[src/rtl/assert_macros.svh]
// Assertion macros shared by the RTL; clk and rst must be in scope at the point of use.
`ifndef ASSERT_MACROS_SVH
`define ASSERT_MACROS_SVH

// Consequent checked in the same cycle as the antecedent.
`define JVI_ASSERT_NOW(label, ante, cons) \
  label: assert property (@(posedge clk) disable iff (rst) (ante) |-> (cons)) \
    else $error("jvi assertion failed");

// Consequent checked in the cycle after the antecedent.
`define JVI_ASSERT_NEXT(label, ante, cons) \
  label: assert property (@(posedge clk) disable iff (rst) (ante) |=> (cons)) \
    else $error("jvi assertion failed");

`endif

[src/rtl/jvi_pkg.sv]
// Types and constants shared by the jog velocity integrator.
package jvi_pkg;

  localparam int NUM_AXES   = 3;
  localparam int AXIS_W     = $clog2(NUM_AXES);
  localparam int CFG_IDX_W  = 3;
  localparam int CFG_DATA_W = 15;
  localparam int DIR_W      = 10;
  localparam int MUL_A_W    = 24;
  localparam int MUL_B_W    = 16;
  localparam int MUL_P_W    = MUL_A_W + MUL_B_W;

  localparam logic [AXIS_W-1:0] AXIS_LAST = AXIS_W'(NUM_AXES - 1);

  // register indexes on the configuration port
  localparam logic [CFG_IDX_W-1:0] REG_ACCEL   = 3'd0;
  localparam logic [CFG_IDX_W-1:0] REG_MAX_X   = 3'd1;
  localparam logic [CFG_IDX_W-1:0] REG_MAX_Y   = 3'd2;
  localparam logic [CFG_IDX_W-1:0] REG_MAX_Z   = 3'd3;
  localparam logic [CFG_IDX_W-1:0] REG_MIN_X   = 3'd4;
  localparam logic [CFG_IDX_W-1:0] REG_MIN_Y   = 3'd5;
  localparam logic [CFG_IDX_W-1:0] REG_MIN_Z   = 3'd6;
  localparam logic [CFG_IDX_W-1:0] REG_INSTANT = 3'd7;

  localparam logic [CFG_DATA_W-1:0] ACCEL_RST = 15'd256;
  localparam logic [CFG_DATA_W-1:0] MAX_RST   = 15'd2560;
  localparam logic [CFG_DATA_W-1:0] MIN_RST   = 15'd0;

  // drive direction codes, 8 fraction bits
  localparam logic signed [DIR_W-1:0] DIR_ZERO  = 10'sd0;
  localparam logic signed [DIR_W-1:0] DIR_ONE   = 10'sd256;
  localparam logic signed [DIR_W-1:0] DIR_BOOST = 10'sd333;

  typedef struct packed {
    logic [15:0] tick_length;
    logic        key_pos_x;
    logic        key_neg_x;
    logic        key_pos_y;
    logic        key_neg_y;
    logic        key_pos_z;
    logic        key_neg_z;
  } item_t;

  typedef struct packed {
    logic signed [31:0] position_x;
    logic signed [31:0] position_y;
    logic signed [31:0] position_z;
    logic signed [15:0] velocity_x;
    logic signed [15:0] velocity_y;
    logic signed [15:0] velocity_z;
  } result_t;

  typedef struct packed {
    logic [CFG_DATA_W-1:0]               accel;
    logic [NUM_AXES-1:0][CFG_DATA_W-1:0] max_speed;
    logic [NUM_AXES-1:0][CFG_DATA_W-1:0] min_speed;
    logic                                instant_mode;
  } cfg_t;

  typedef struct packed {
    logic signed [DIR_W-1:0] dir;
    logic signed [15:0]      spd;
  } dir_res_t;

endpackage

[src/rtl/jvi_cfg.sv]
// Configuration register file: acceleration, per-axis limits and mode.
module jvi_cfg (
  input  logic                             clk,
  input  logic                             rst,
  input  logic                             we,
  input  logic [jvi_pkg::CFG_IDX_W-1:0]    index,
  input  logic [jvi_pkg::CFG_DATA_W-1:0]   data,
  output jvi_pkg::cfg_t                    cfg
);

  always_ff @(posedge clk) begin
    if (rst) begin
      cfg.accel        <= jvi_pkg::ACCEL_RST;
      cfg.max_speed    <= {jvi_pkg::NUM_AXES{jvi_pkg::MAX_RST}};
      cfg.min_speed    <= {jvi_pkg::NUM_AXES{jvi_pkg::MIN_RST}};
      cfg.instant_mode <= 1'b0;
    end else if (we) begin
      case (index)
        jvi_pkg::REG_ACCEL:   cfg.accel        <= data;
        jvi_pkg::REG_MAX_X:   cfg.max_speed[0] <= data;
        jvi_pkg::REG_MAX_Y:   cfg.max_speed[1] <= data;
        jvi_pkg::REG_MAX_Z:   cfg.max_speed[2] <= data;
        jvi_pkg::REG_MIN_X:   cfg.min_speed[0] <= data;
        jvi_pkg::REG_MIN_Y:   cfg.min_speed[1] <= data;
        jvi_pkg::REG_MIN_Z:   cfg.min_speed[2] <= data;
        jvi_pkg::REG_INSTANT: cfg.instant_mode <= data[0];
        default: ;
      endcase
    end
  end

endmodule

[src/rtl/jvi_dir.sv]
// Drive direction from the jog keys, plus speed clamp and dead-zone snap.
module jvi_dir (
  input  logic                            instant,
  input  logic [jvi_pkg::CFG_DATA_W-1:0]  max_speed,
  input  logic [jvi_pkg::CFG_DATA_W-1:0]  min_speed,
  input  logic signed [15:0]              spd,
  input  logic                            key_pos,
  input  logic                            key_neg,
  output jvi_pkg::dir_res_t               res
);

  logic signed [16:0]                s;
  logic signed [16:0]                mxs;
  logic signed [16:0]                mns;
  logic signed [16:0]                cap;
  logic signed [jvi_pkg::DIR_W-1:0]  d_raw;
  logic signed [jvi_pkg::DIR_W-1:0]  d;

  always_comb begin
    s   = {spd[15], spd};
    mxs = {2'b00, max_speed};
    mns = {2'b00, min_speed};

    if (key_pos && !key_neg) begin
      if (s > mxs)       d_raw = jvi_pkg::DIR_ZERO;
      else if (s < mns)  d_raw = jvi_pkg::DIR_BOOST;
      else               d_raw = jvi_pkg::DIR_ONE;
    end else if (key_neg && !key_pos) begin
      if (s < -mxs)      d_raw = jvi_pkg::DIR_ZERO;
      else if (s > -mns) d_raw = -jvi_pkg::DIR_BOOST;
      else               d_raw = -jvi_pkg::DIR_ONE;
    end else if (s >= -mns && s <= mns) begin
      d_raw = jvi_pkg::DIR_ZERO;
    end else if (s > 17'sd0) begin
      d_raw = -jvi_pkg::DIR_ONE;   // coast back toward zero
    end else begin
      d_raw = jvi_pkg::DIR_ONE;
    end

    d   = d_raw;
    cap = s;
    // instant mode leaves the stored speed untouched
    if (!instant) begin
      if (cap < -mxs) begin
        cap = -mxs;
        if (d < jvi_pkg::DIR_ZERO) d = jvi_pkg::DIR_ZERO;
      end
      if (cap > mxs) begin
        cap = mxs;
        if (d > jvi_pkg::DIR_ZERO) d = jvi_pkg::DIR_ZERO;
      end
      if (cap >= -mns && cap <= mns &&
          ((cap > 17'sd0 && !(d > jvi_pkg::DIR_ZERO)) ||
           (cap < 17'sd0 && !(d < jvi_pkg::DIR_ZERO)))) begin
        d   = jvi_pkg::DIR_ZERO;
        cap = 17'sd0;
      end
    end

    res.dir = d;
    res.spd = cap[15:0];
  end

endmodule

[src/rtl/jvi_mul.sv]
// Shared unsigned multiplier with a registered product.
module jvi_mul (
  input  logic                          clk,
  input  logic                          en,
  input  logic [jvi_pkg::MUL_A_W-1:0]   a,
  input  logic [jvi_pkg::MUL_B_W-1:0]   b,
  output logic [jvi_pkg::MUL_P_W-1:0]   p
);

  always_ff @(posedge clk) begin
    if (en) begin
      p <= jvi_pkg::MUL_P_W'(a) * jvi_pkg::MUL_P_W'(b);
    end
  end

endmodule

[src/rtl/three_axis_jog_velocity_integrator.sv]
// Three-axis jog velocity integrator, top level. One tick transaction updates the x, y and z
// axes in turn through a single shared 24x16 multiplier, so the block takes one tick at a
// time: in normal mode each axis steps through direction and accel*dir, *dt, speed update,
// speed*dt and position update; in instant mode only through direction and max_speed*dir, *dt
// and position update. The result is then loaded and the block returns to idle.
// The result sits in an output register, so a new tick is taken while it waits. Speeds
// are signed Q8.8 and saturate, positions are Q16.16 and wrap. Configuration is written
// while no tick is in flight.
`include "assert_macros.svh"

module three_axis_jog_velocity_integrator (
  input  logic                            clk,
  input  logic                            rst,
  input  logic                            item_valid,
  output logic                            item_stall,
  input  jvi_pkg::item_t                  item,
  output logic                            result_valid,
  input  logic                            result_stall,
  output jvi_pkg::result_t                result,
  input  logic                            cfg_valid,
  output logic                            cfg_ready,
  input  logic [jvi_pkg::CFG_IDX_W-1:0]   cfg_index,
  input  logic [jvi_pkg::CFG_DATA_W-1:0]  cfg_data
);

  typedef enum logic [6:0] {
    S_IDLE = 7'b0000001,
    S_DIR  = 7'b0000010,
    S_MULB = 7'b0000100,
    S_UPD  = 7'b0001000,
    S_MULC = 7'b0010000,
    S_POS  = 7'b0100000,
    S_OUT  = 7'b1000000
  } state_t;

  localparam logic [40:0] RND_SPD  = 41'h0000800000;  // half LSB for >>24
  localparam logic [40:0] RND_IPOS = 41'h0000008000;  // half LSB for >>16
  localparam logic [32:0] RND_NPOS = 33'h000000080;   // half LSB for >>8

  state_t                                state;
  logic [jvi_pkg::AXIS_W-1:0]            axis;
  jvi_pkg::item_t                        item_r;
  logic signed [jvi_pkg::DIR_W-1:0]      dir_r;
  logic signed [15:0]                    spd_w;
  logic signed [15:0]                    axis_speed [jvi_pkg::NUM_AXES];
  logic [31:0]                           axis_position [jvi_pkg::NUM_AXES];

  jvi_pkg::cfg_t                         cfg;
  jvi_pkg::dir_res_t                     dres;
  logic                                  key_pos;
  logic                                  key_neg;
  logic [jvi_pkg::DIR_W-1:0]             dir_abs;
  logic [16:0]                           spd_mag;

  logic                                  mul_en;
  logic [jvi_pkg::MUL_A_W-1:0]           mul_a;
  logic [jvi_pkg::MUL_B_W-1:0]           mul_b;
  logic [jvi_pkg::MUL_P_W-1:0]           mul_p;

  logic [40:0]                           sum_spd;
  logic [40:0]                           sum_ipos;
  logic [32:0]                           sum_npos;
  logic [16:0]                           r_spd;
  logic [24:0]                           r_ipos;
  logic [23:0]                           r_npos;
  logic signed [18:0]                    delta;
  logic signed [18:0]                    spd_sum;
  logic signed [15:0]                    spd_sat;
  logic [31:0]                           pos_step;
  logic [31:0]                           pos_new;

  jvi_cfg u_cfg (
    .clk   (clk),
    .rst   (rst),
    .we    (cfg_valid && cfg_ready),
    .index (cfg_index),
    .data  (cfg_data),
    .cfg   (cfg)
  );

  always_comb begin
    case (axis)
      2'd0: begin
        key_pos = item_r.key_pos_x;
        key_neg = item_r.key_neg_x;
      end
      2'd1: begin
        key_pos = item_r.key_pos_y;
        key_neg = item_r.key_neg_y;
      end
      default: begin
        key_pos = item_r.key_pos_z;
        key_neg = item_r.key_neg_z;
      end
    endcase
  end

  jvi_dir u_dir (
    .instant   (cfg.instant_mode),
    .max_speed (cfg.max_speed[axis]),
    .min_speed (cfg.min_speed[axis]),
    .spd       (axis_speed[axis]),
    .key_pos   (key_pos),
    .key_neg   (key_neg),
    .res       (dres)
  );

  assign dir_abs = dres.dir[jvi_pkg::DIR_W-1] ? 10'(-dres.dir) : 10'(dres.dir);
  assign spd_mag = spd_w[15] ? 17'(-{spd_w[15], spd_w}) : {1'b0, spd_w};

  // operand select for the shared multiplier
  always_comb begin
    case (state)
      S_DIR: begin
        mul_en = 1'b1;
        mul_a  = cfg.instant_mode ? {9'b0, cfg.max_speed[axis]} : {9'b0, cfg.accel};
        mul_b  = {7'b0, dir_abs[8:0]};
      end
      S_MULB: begin
        mul_en = 1'b1;
        mul_a  = mul_p[23:0];
        mul_b  = item_r.tick_length;
      end
      S_MULC: begin
        mul_en = 1'b1;
        mul_a  = {7'b0, spd_mag};
        mul_b  = item_r.tick_length;
      end
      default: begin
        mul_en = 1'b0;
        mul_a  = '0;
        mul_b  = '0;
      end
    endcase
  end

  jvi_mul u_mul (
    .clk (clk),
    .en  (mul_en),
    .a   (mul_a),
    .b   (mul_b),
    .p   (mul_p)
  );

  // round-half-away on magnitudes, then reapply sign
  always_comb begin
    sum_spd  = {1'b0, mul_p} + RND_SPD;
    sum_ipos = {1'b0, mul_p} + RND_IPOS;
    sum_npos = {1'b0, mul_p[31:0]} + RND_NPOS;
    r_spd    = sum_spd[40:24];
    r_ipos   = sum_ipos[40:16];
    r_npos   = sum_npos[31:8];

    delta   = dir_r[jvi_pkg::DIR_W-1] ? -$signed({2'b00, r_spd}) : $signed({2'b00, r_spd});
    spd_sum = {{3{spd_w[15]}}, spd_w} + delta;
    if (spd_sum > 19'sd32767)       spd_sat = 16'sh7fff;
    else if (spd_sum < -19'sd32768) spd_sat = 16'sh8000;
    else                            spd_sat = spd_sum[15:0];

    if (state == S_UPD) begin
      pos_step = dir_r[jvi_pkg::DIR_W-1] ? -{7'b0, r_ipos} : {7'b0, r_ipos};
    end else begin
      pos_step = spd_w[15] ? -{8'b0, r_npos} : {8'b0, r_npos};
    end
    pos_new = axis_position[axis] + pos_step;
  end

  assign item_stall = (state != S_IDLE);
  assign cfg_ready  = (state == S_IDLE);

  // control and axis state
  always_ff @(posedge clk) begin
    if (rst) begin
      state        <= S_IDLE;
      axis         <= '0;
      result_valid <= 1'b0;
      for (int i = 0; i < jvi_pkg::NUM_AXES; i++) begin
        axis_speed[i]    <= '0;
        axis_position[i] <= '0;
      end
    end else begin
      if (state == S_OUT && (!result_valid || !result_stall)) begin
        result_valid <= 1'b1;
      end else if (result_valid && !result_stall) begin
        result_valid <= 1'b0;
      end
      case (state)
        S_IDLE: begin
          if (item_valid) begin
            axis  <= '0;
            state <= S_DIR;
          end
        end
        S_DIR:  state <= S_MULB;
        S_MULB: state <= S_UPD;
        S_UPD: begin
          if (cfg.instant_mode) begin
            axis_position[axis] <= pos_new;
            if (axis == jvi_pkg::AXIS_LAST) begin
              state <= S_OUT;
            end else begin
              axis  <= axis + 1'b1;
              state <= S_DIR;
            end
          end else begin
            axis_speed[axis] <= spd_sat;
            state            <= S_MULC;
          end
        end
        S_MULC: state <= S_POS;
        S_POS: begin
          axis_position[axis] <= pos_new;
          if (axis == jvi_pkg::AXIS_LAST) begin
            state <= S_OUT;
          end else begin
            axis  <= axis + 1'b1;
            state <= S_DIR;
          end
        end
        S_OUT: begin
          // hold until the previous result has gone
          if (!result_valid || !result_stall) begin
            state <= S_IDLE;
          end
        end
        default: state <= S_IDLE;
      endcase
    end
  end

  // payload registers
  always_ff @(posedge clk) begin
    if (state == S_IDLE && item_valid) item_r <= item;
    if (state == S_DIR) begin
      dir_r <= dres.dir;
      spd_w <= dres.spd;
    end
    if (state == S_UPD && !cfg.instant_mode) spd_w <= spd_sat;
    if (state == S_OUT && (!result_valid || !result_stall)) begin
      result.position_x <= axis_position[0];
      result.position_y <= axis_position[1];
      result.position_z <= axis_position[2];
      result.velocity_x <= axis_speed[0];
      result.velocity_y <= axis_speed[1];
      result.velocity_z <= axis_speed[2];
    end
  end

  `JVI_ASSERT_NEXT(a_start_axis0, item_valid && !item_stall, state == S_DIR && axis == '0)
  `JVI_ASSERT_NEXT(a_out_holds, state == S_OUT && result_valid && result_stall, state == S_OUT)
  `JVI_ASSERT_NEXT(a_instant_keeps_speed, state == S_UPD && cfg.instant_mode, $stable(axis_speed[0]) && $stable(axis_speed[1]) && $stable(axis_speed[2]))

endmodule

[config.mk]
export PLATFORM = sky130hd
export DESIGN_NAME = three_axis_jog_velocity_integrator
export DESIGN_NICKNAME = d
export VERILOG_FILES = /design/src/rtl/jvi_pkg.sv /design/src/rtl/jvi_cfg.sv /design/src/rtl/jvi_dir.sv /design/src/rtl/jvi_mul.sv /design/src/rtl/three_axis_jog_velocity_integrator.sv
export VERILOG_INCLUDE_DIRS = /design/src /design/src/rtl
export SDC_FILE = /design/constraint.sdc
export NUM_CORES = 2
export LEC_CHECK = 0
export BUFFER_PORTS_ARGS = -buffer_cell sky130_fd_sc_hd__buf_2
export CAP_MARGIN = 15
export CELL_PAD_IN_SITES_DETAIL_PLACEMENT = 0
export CELL_PAD_IN_SITES_GLOBAL_PLACEMENT = 1
export CORE_ASPECT_RATIO = 0.5
export CORE_MARGIN = 5
export CORE_UTILIZATION = 47
export DETAILED_ROUTE_END_ITERATION = 8
export PLACE_DENSITY_LB_ADDON = 0.08
export SYNTH_ARGS = -nofsm -noshare
export SYNTH_HDL_FRONTEND = slang
export SYNTH_SLANG_ARGS = --single-unit
[constraint.sdc]
create_clock -name clk -period 23.4 [get_ports clk]
set_input_delay 4.68 -clock clk [delete_from_list [all_inputs] [get_ports clk]]
set_output_delay 4.68 -clock clk [all_outputs]
set_load 0.03 [all_outputs]
### Word-level counts from Yosys, hierarchy flattened

Memories as Yosys holds them, arrays and structs flattened. A register that Yosys moved wholly into a read port is not among the register bits.
Cells that the tools add are included.
Widths: inputs -> output; s select.

* order comparisons: 19
* $add $sub $neg: 13
* reductions and logical operators: 40
* $mul: 1
* equality and inequality tests: 20
* muxes and demuxes: 77
* bitwise gates (word level): 1

Operator list (count)
* $mux 32: 5
* $mux 10: 14
* $mux 16: 7
* $mux 17: 5
* $pmux 24 s3: 1
* $bmux 15 s2: 2
* $pmux 7 s7: 1
* $mux 15: 3
* $add 40x16->41 const B: 1
* $add 40x24->41 const B: 1
* $mul 24x16->40: 1
* $mux 7: 5
* $neg 15->17: 2
* $add 32x32->32: 1
* $add 32x8->32 const B: 1
* $neg 24->32: 1
* $neg 25->32: 1
* $pmux 16 s2: 1
* $reduce_or 32->1: 1
* $gt 10x1->1 const B: 2
* $lt 10x1->1 const B: 2
* $add 19x19->19: 1
* $gt 19x16->1 const B: 1
* $lt 19x16->1 const B: 1
* 51 further kinds: 110

* register bits: 204
* bits in writable memories: 144
* output and inout bits: 147
* memories kept: 2

Memories
* axis_position: depth 3, bits a word 32, rd ports 4, clocked after Yosys merged registers in 4, wr ports 3, RTL line three_axis_jog_velocity_integrator.sv:46 `logic [31:0] axis_position [jvi_pkg::NUM_AXES];`
* axis_speed: depth 3, bits a word 16, rd ports 4, clocked after Yosys merged registers in 4, wr ports 3, RTL line three_axis_jog_velocity_integrator.sv:45 `logic signed [15:0] axis_speed [jvi_pkg::NUM_AXES];`

### Logic depth before layout (Yosys ltp)

* depth after elaboration: 27
* depth in mapped cells: 78
* mapped depth without buffers: 71

### Hierarchy

Synthesis repeated with hierarchy kept, for this count alone.

* cell total of the unflattened synthesis: 4444
* area, all modules: 44049.7 um^2

Modules (own cells, without submodules)
* three_axis_jog_velocity_integrator: instances 1, sequential area each 11501.0 um^2, area an instance 22278.9 um^2, cells an instance 2013
* jvi_mul: instances 1, sequential area each 1201.2 um^2, area an instance 13540.5 um^2, cells an instance 1472
* jvi_cfg: instances 1, sequential area each 2122.0 um^2, area an instance 4177.8 um^2, cells an instance 376
* jvi_dir: instances 1, sequential area each 0.0 um^2, area an instance 4052.6 um^2, cells an instance 583

### Worst setup path before layout

No wires, ideal clock.

* path type: flip-flop to flip-flop
* start: register axis[0] in the netlist's numbering
* end: register u_mul.p[38] in the netlist's numbering, data pin
* setup time: 258 ps
* period minus slack after synthesis: 15608 ps
* setup slack: 7792 ps
* buffers on the path: 7
* cell stages (with the launch flop): 73
* data arrival time: 15351 ps
* path through: dfxtp_1 > buf_4 > buf_6 > buf_6 > o22a_1 > ha_1 > o211ai_1 > nor4_4 > nand3_1 > or3_1 > xnor2_1 > ha_1 > a211oi_1 > nor2_1 > nor3_1 > a21oi_1 > nor2_1 > clkbuf_1 > (+37 left out) > inv_1 > fa_1 > fa_1 > inv_1 > fa_1 > inv_1 > ha_1 > a21o_1 > a21oi_1 > nand4b_1 > a21oi_1 > o31a_1 > o21ai_0 > o31ai_1 > a31oi_1 > a221o_1 > a21oi_1 > xnor2_1

* longest elaborated chain between the ends: 27

Ends and longest elaborated chain
* from (decl): RTL line three_axis_jog_velocity_integrator.sv:41 `logic [jvi_pkg::AXIS_W-1:0] axis;`
* from (signal assigned): RTL line three_axis_jog_velocity_integrator.sv:202 `axis <= axis + 1'b1;`
* from (signal assigned): RTL line three_axis_jog_velocity_integrator.sv:216 `axis <= axis + 1'b1;`
* $bmux 15 s2: RTL line three_axis_jog_velocity_integrator.sv:101 `.min_speed (cfg.min_speed[axis]),`
* $mux 15 (implied by the code): RTL line three_axis_jog_velocity_integrator.sv:101
* $neg 15->17: RTL line jvi_dir.sv:30, jvi_dir.sv:32, jvi_dir.sv:52
* $gt 16x17->1 or $ge 16x17->1 (tied branches): RTL line jvi_dir.sv:30, jvi_dir.sv:32
* $mux 9 or $logic_and 1x1->1 (tied branches): RTL line jvi_dir.sv:30, jvi_dir.sv:32
* $mux 10 (on tied branches): RTL line jvi_dir.sv:29, jvi_dir.sv:32
* $mux 10: RTL line jvi_dir.sv:28 `end else if (key_neg && !key_pos) begin`
* $mux 10: RTL line jvi_dir.sv:24 `if (key_pos && !key_neg) begin`
* (+11 left out)
* $logic_or 1x1->1: RTL line jvi_dir.sv:53 `((cap > 17'sd0 && !(d > jvi_pkg::DIR_ZERO)) ||`
* $logic_and 1x1->1: RTL line jvi_dir.sv:52 `if (cap >= -mns && cap <= mns &&`
* $mux 10: RTL line jvi_dir.sv:52
* $mux 10: RTL line jvi_dir.sv:43 `if (!instant) begin`
* $neg 9->9: RTL line three_axis_jog_velocity_integrator.sv:108 `assign dir_abs = dres.dir[jvi_pkg::DIR_W-1] ? 10'(-dres.dir) : 10'(dres.dir);`
* $mux 9: RTL line three_axis_jog_velocity_integrator.sv:108
* $pmux 16 s2: RTL line three_axis_jog_velocity_integrator.sv:113 `case (state)`
* $mul 24x16->40 (*): RTL line jvi_mul.sv:12 `p <= jvi_pkg::MUL_P_W'(a) * jvi_pkg::MUL_P_W'(b);`
* to (signal assigned): RTL line jvi_mul.sv:12
* to (decl): RTL line jvi_mul.sv:7 `output logic [jvi_pkg::MUL_P_W-1:0] p`

Mark *: on every way between the ends. The rest lies on a longest branch, timed or not. The select of a mux whose other input is x is not followed.
A chain may end at the register's enable or synchronous reset.

### Worst setup path in the final report

* start: register axis[0] in the netlist's numbering
* end: register u_mul.p[35] in the netlist's numbering, data pin

The elaborated chain is that of the path after synthesis.

==> out/results.ini <==
[placement]
gp_congestion=0.955
dpl.hpwl_um=107000
place_area_sq_mm=0.0444
io_buffer_count=191

[cells_and_area]
area_growth_pct=8.99
nets=5097
diodes=0
final_area_sq_mm=0.0461
fillers=8196
drive_gt1_share_pct=10.1

[logic_synthesis]
yosysTopAreaCellShare_pct=29.4
synth_edf_count=415
synth.largest_area_cell=edfxtp_1
async_reset_ff_share_pct=0
synthTopCellsByCount=nand2_1 (539), inv_1 (514), nor2_1 (469), edfxtp_1 (415), fa_1 (308)
syn_avg_cell_area_sq_um=9.71
ys_seq_area_share_pct=35.0
synth_fp_nets=4996
ys_ff_latch=533
synth_cells=4359
syn_area_sq_mm=0.0423
synthFlopType=edfxtp_1
synth_most_common_cell=nand2_1
synthTopCellsByArea=edfxtp_1 (29%), fa_1 (15%), ha_1 (8.4%), dfxtp_1 (5.6%), nand2_1 (4.8%)
yosys_warnings=0
synth_cell_types=92

[floorplanning]
fp-row-count=77
start_util_pct=47.7
coreArea_sq_mm=0.0888
io_pins=192
dieArea_sq_mm=0.0965
die_h_um=222
die_w_um=434

[setup_path]
r2r_cells=66
required_ns=23.82
cp_max_fo=31
max_stage_delay_ns=0.91
startpoint=axis[0]$_SDFFE_PP0P_
rr_endpoint=u_mul.p[35]$_DFFE_PN_
worst_r2r_startpoint=axis[0]$_SDFFE_PP0P_
r2r_slack_ns=4.04
cp_slowest_cell=o211ai_2
cp.arrival_ns=19.78
worst_path_most_repeated_cell=o21ai_0
worstSetupPathType=flop to flop
crit_path_end_kind=flop
worstSetupEndpoint=u_mul.p[35]$_DFFE_PN_
start_kind=flop

[clocking]
insertion_delay_ns=0.69
clock-root-buffer=clkbuf_16
cts_resized=0
clkSlewWorstSetupHoldPaths_ns=0.07
cts_tree=built
clock-sinks=533
h-tree-depth=2
cts.path.max_buffers=3
post_cts_buffers=0
hold_buffers=0
numCtsBuffers=51

[detailed_routing]
avgRoutedWirePerCell_um=24.3
drt-vias-per-instance=5.76
drtIter0Drc=3247
drc_errors=0
routed_wl_um=138000
via_count=32719
final_antenna_net_count=0
dr.pass1.iters=6

[timing]
min_period_over_period_pct=82.7
skew_ns=0.0994
final.min_clock_period_ns=19.36
setup_violations=0
fmax_mhz=51.6
worstMarginPinSlew_ns=1.35
fin_tns_setup_ns=0
drv_slew=0
finalHoldViolations=0
rsz0062_at_grt=false
slew_headroom_pct=9.15

[power_and_ir_drop]
cellPowerDensity_mw_per_mm2=56.3
vdd_ir_drop_max_mv=0.0588
p_total_mw=2.60
leakagePower_nw=19.2

[outcome]
outcome=complete, no violations

[global_routing]
grt_pass1_wl_um=208000
globalRouteOverflowTotal=0
antenna_found_initial=1
grt_max_degree=79
grt_usage_pct=28.4
first_global_vias=31797

[job]
cap_violations=0

[min_path]
min_path_type=flop to flop

-- final cells by class --
cell class	count	area (sq um)	share of cell area, %
inverters	516	1940	4.20
flip-flops and latches	533	14800	32.2
multi-input cells	3110	24800	53.7
clock buffers	62	1360	2.95
well taps	1185	1480	3.21
repair buffers	248	1390	3.01
clock inverters	31	347	0.751
-- routing by layer --
| metal | wire, um | part of all wire (%) | vias up | track usage, % |
|---|---|---|---|---|
| met5 | 0 | 0 | - | 0 |
| li1 | - | - | 15010 | - |
| met2 | 57800 | 42 | 1217 | 41.6 |
| met4 | 1820 | 1.3 | 0 | 3.90 |
| met1 | 67000 | 49 | 16367 | 45.2 |
| met3 | 11400 | 8.2 | 125 | 4.40 |
-- flip-flops by register name, summed over array words and instances, names as in the netlist, named ones only --
name,count
result,144
u_mul.p,40
u_cfg.cfg,106
spd_w,16
result_valid,1
item_r,22
dir_r,1
axis_position,128
axis_speed,64
axis,2
state,7
-- power by group --
part,total (mW),leakage [nW],internal (mW),switching [mW]
logic,0.613,13.5,0.194,0.419
registers,1.11,4.90,1.07,0.0485
clock network,0.868,0.825,0.466,0.402
-- cell usage in the layout (no fill, tap or decap), types with 67 or more instances in the layout --
master    Yosys  final
nand2_1     539    537
inv_1       514    514
nor2_1      469    468
edfxtp_1    415    415
fa_1        308    308
ha_1        284    284
a21oi_1     224    223
buf_2        32    190
xnor2_1     161    161
o21ai_0     151    150
dfxtp_1     118    113
xor2_1       88     88
nand3_1      84     83
mux2i_1      67     67
-- how the worst min path moves through the flow --
stage | startpoint | end | slack, ns | cells after the start
floorplan | axis_speed[2][0]$_SDFFCE_PN0P_ | result[0]$_DFFE_PP_ | 0.42 | 0
global placement | axis_position[1][22]$_SDFFCE_PN0P_ | result[102]$_DFFE_PP_ | 0.42 | 0
detailed placement | axis_position[2][6]$_SDFFCE_PN0P_ | result[54]$_DFFE_PP_ | 0.43 | 0
CTS | axis_position[2][12]$_SDFFCE_PN0P_ | result[60]$_DFFE_PP_ | 0.44 | 0
global route | axis_position[1][28]$_SDFFCE_PN0P_ | result[108]$_DFFE_PP_ | 0.45 | 0
finish | axis_speed[0][13]$_SDFFCE_PN0P_ | result[45]$_DFFE_PP_ | 0.44 | 0
-- per-stage QoR --
stage                     cells  worst slack [ns]  hold WS (ns)  util, %
final                      5685              4.04         0.444     51.9
after global routing       5685              2.82         0.451     51.9
after CTS                  5684              4.32         0.442     51.9
after detailed placement   5591              4.28         0.429     50.0
after global placement     5591              4.64         0.425     50.0
after floorplan            4359              7.79         0.421        -
-- kinds of logic after synthesis --
kind of cell	after synthesis	share of synthesized area [%]
mux	133	4.62
compound gates	675	10.1
simple gates	1461	15.6
flops	533	35.0
buf+inv	716	6.54
fa+ha+maj	592	23.0
xor+xnor	249	5.15
-- critical path, delay by kind of cell (launching register included) --
family	cells	cell delay [ns]
AOI/OAI and AO/OA	26	7.09
xor gates and xnor gates	2	0.33
adders and majority gates	13	5.11
buffers and inverters	7	1.12
DFF	1	0.83
muxes	2	0.63
and+or+nand+nor	16	4.02
Power figures use the tool's default switching activity.
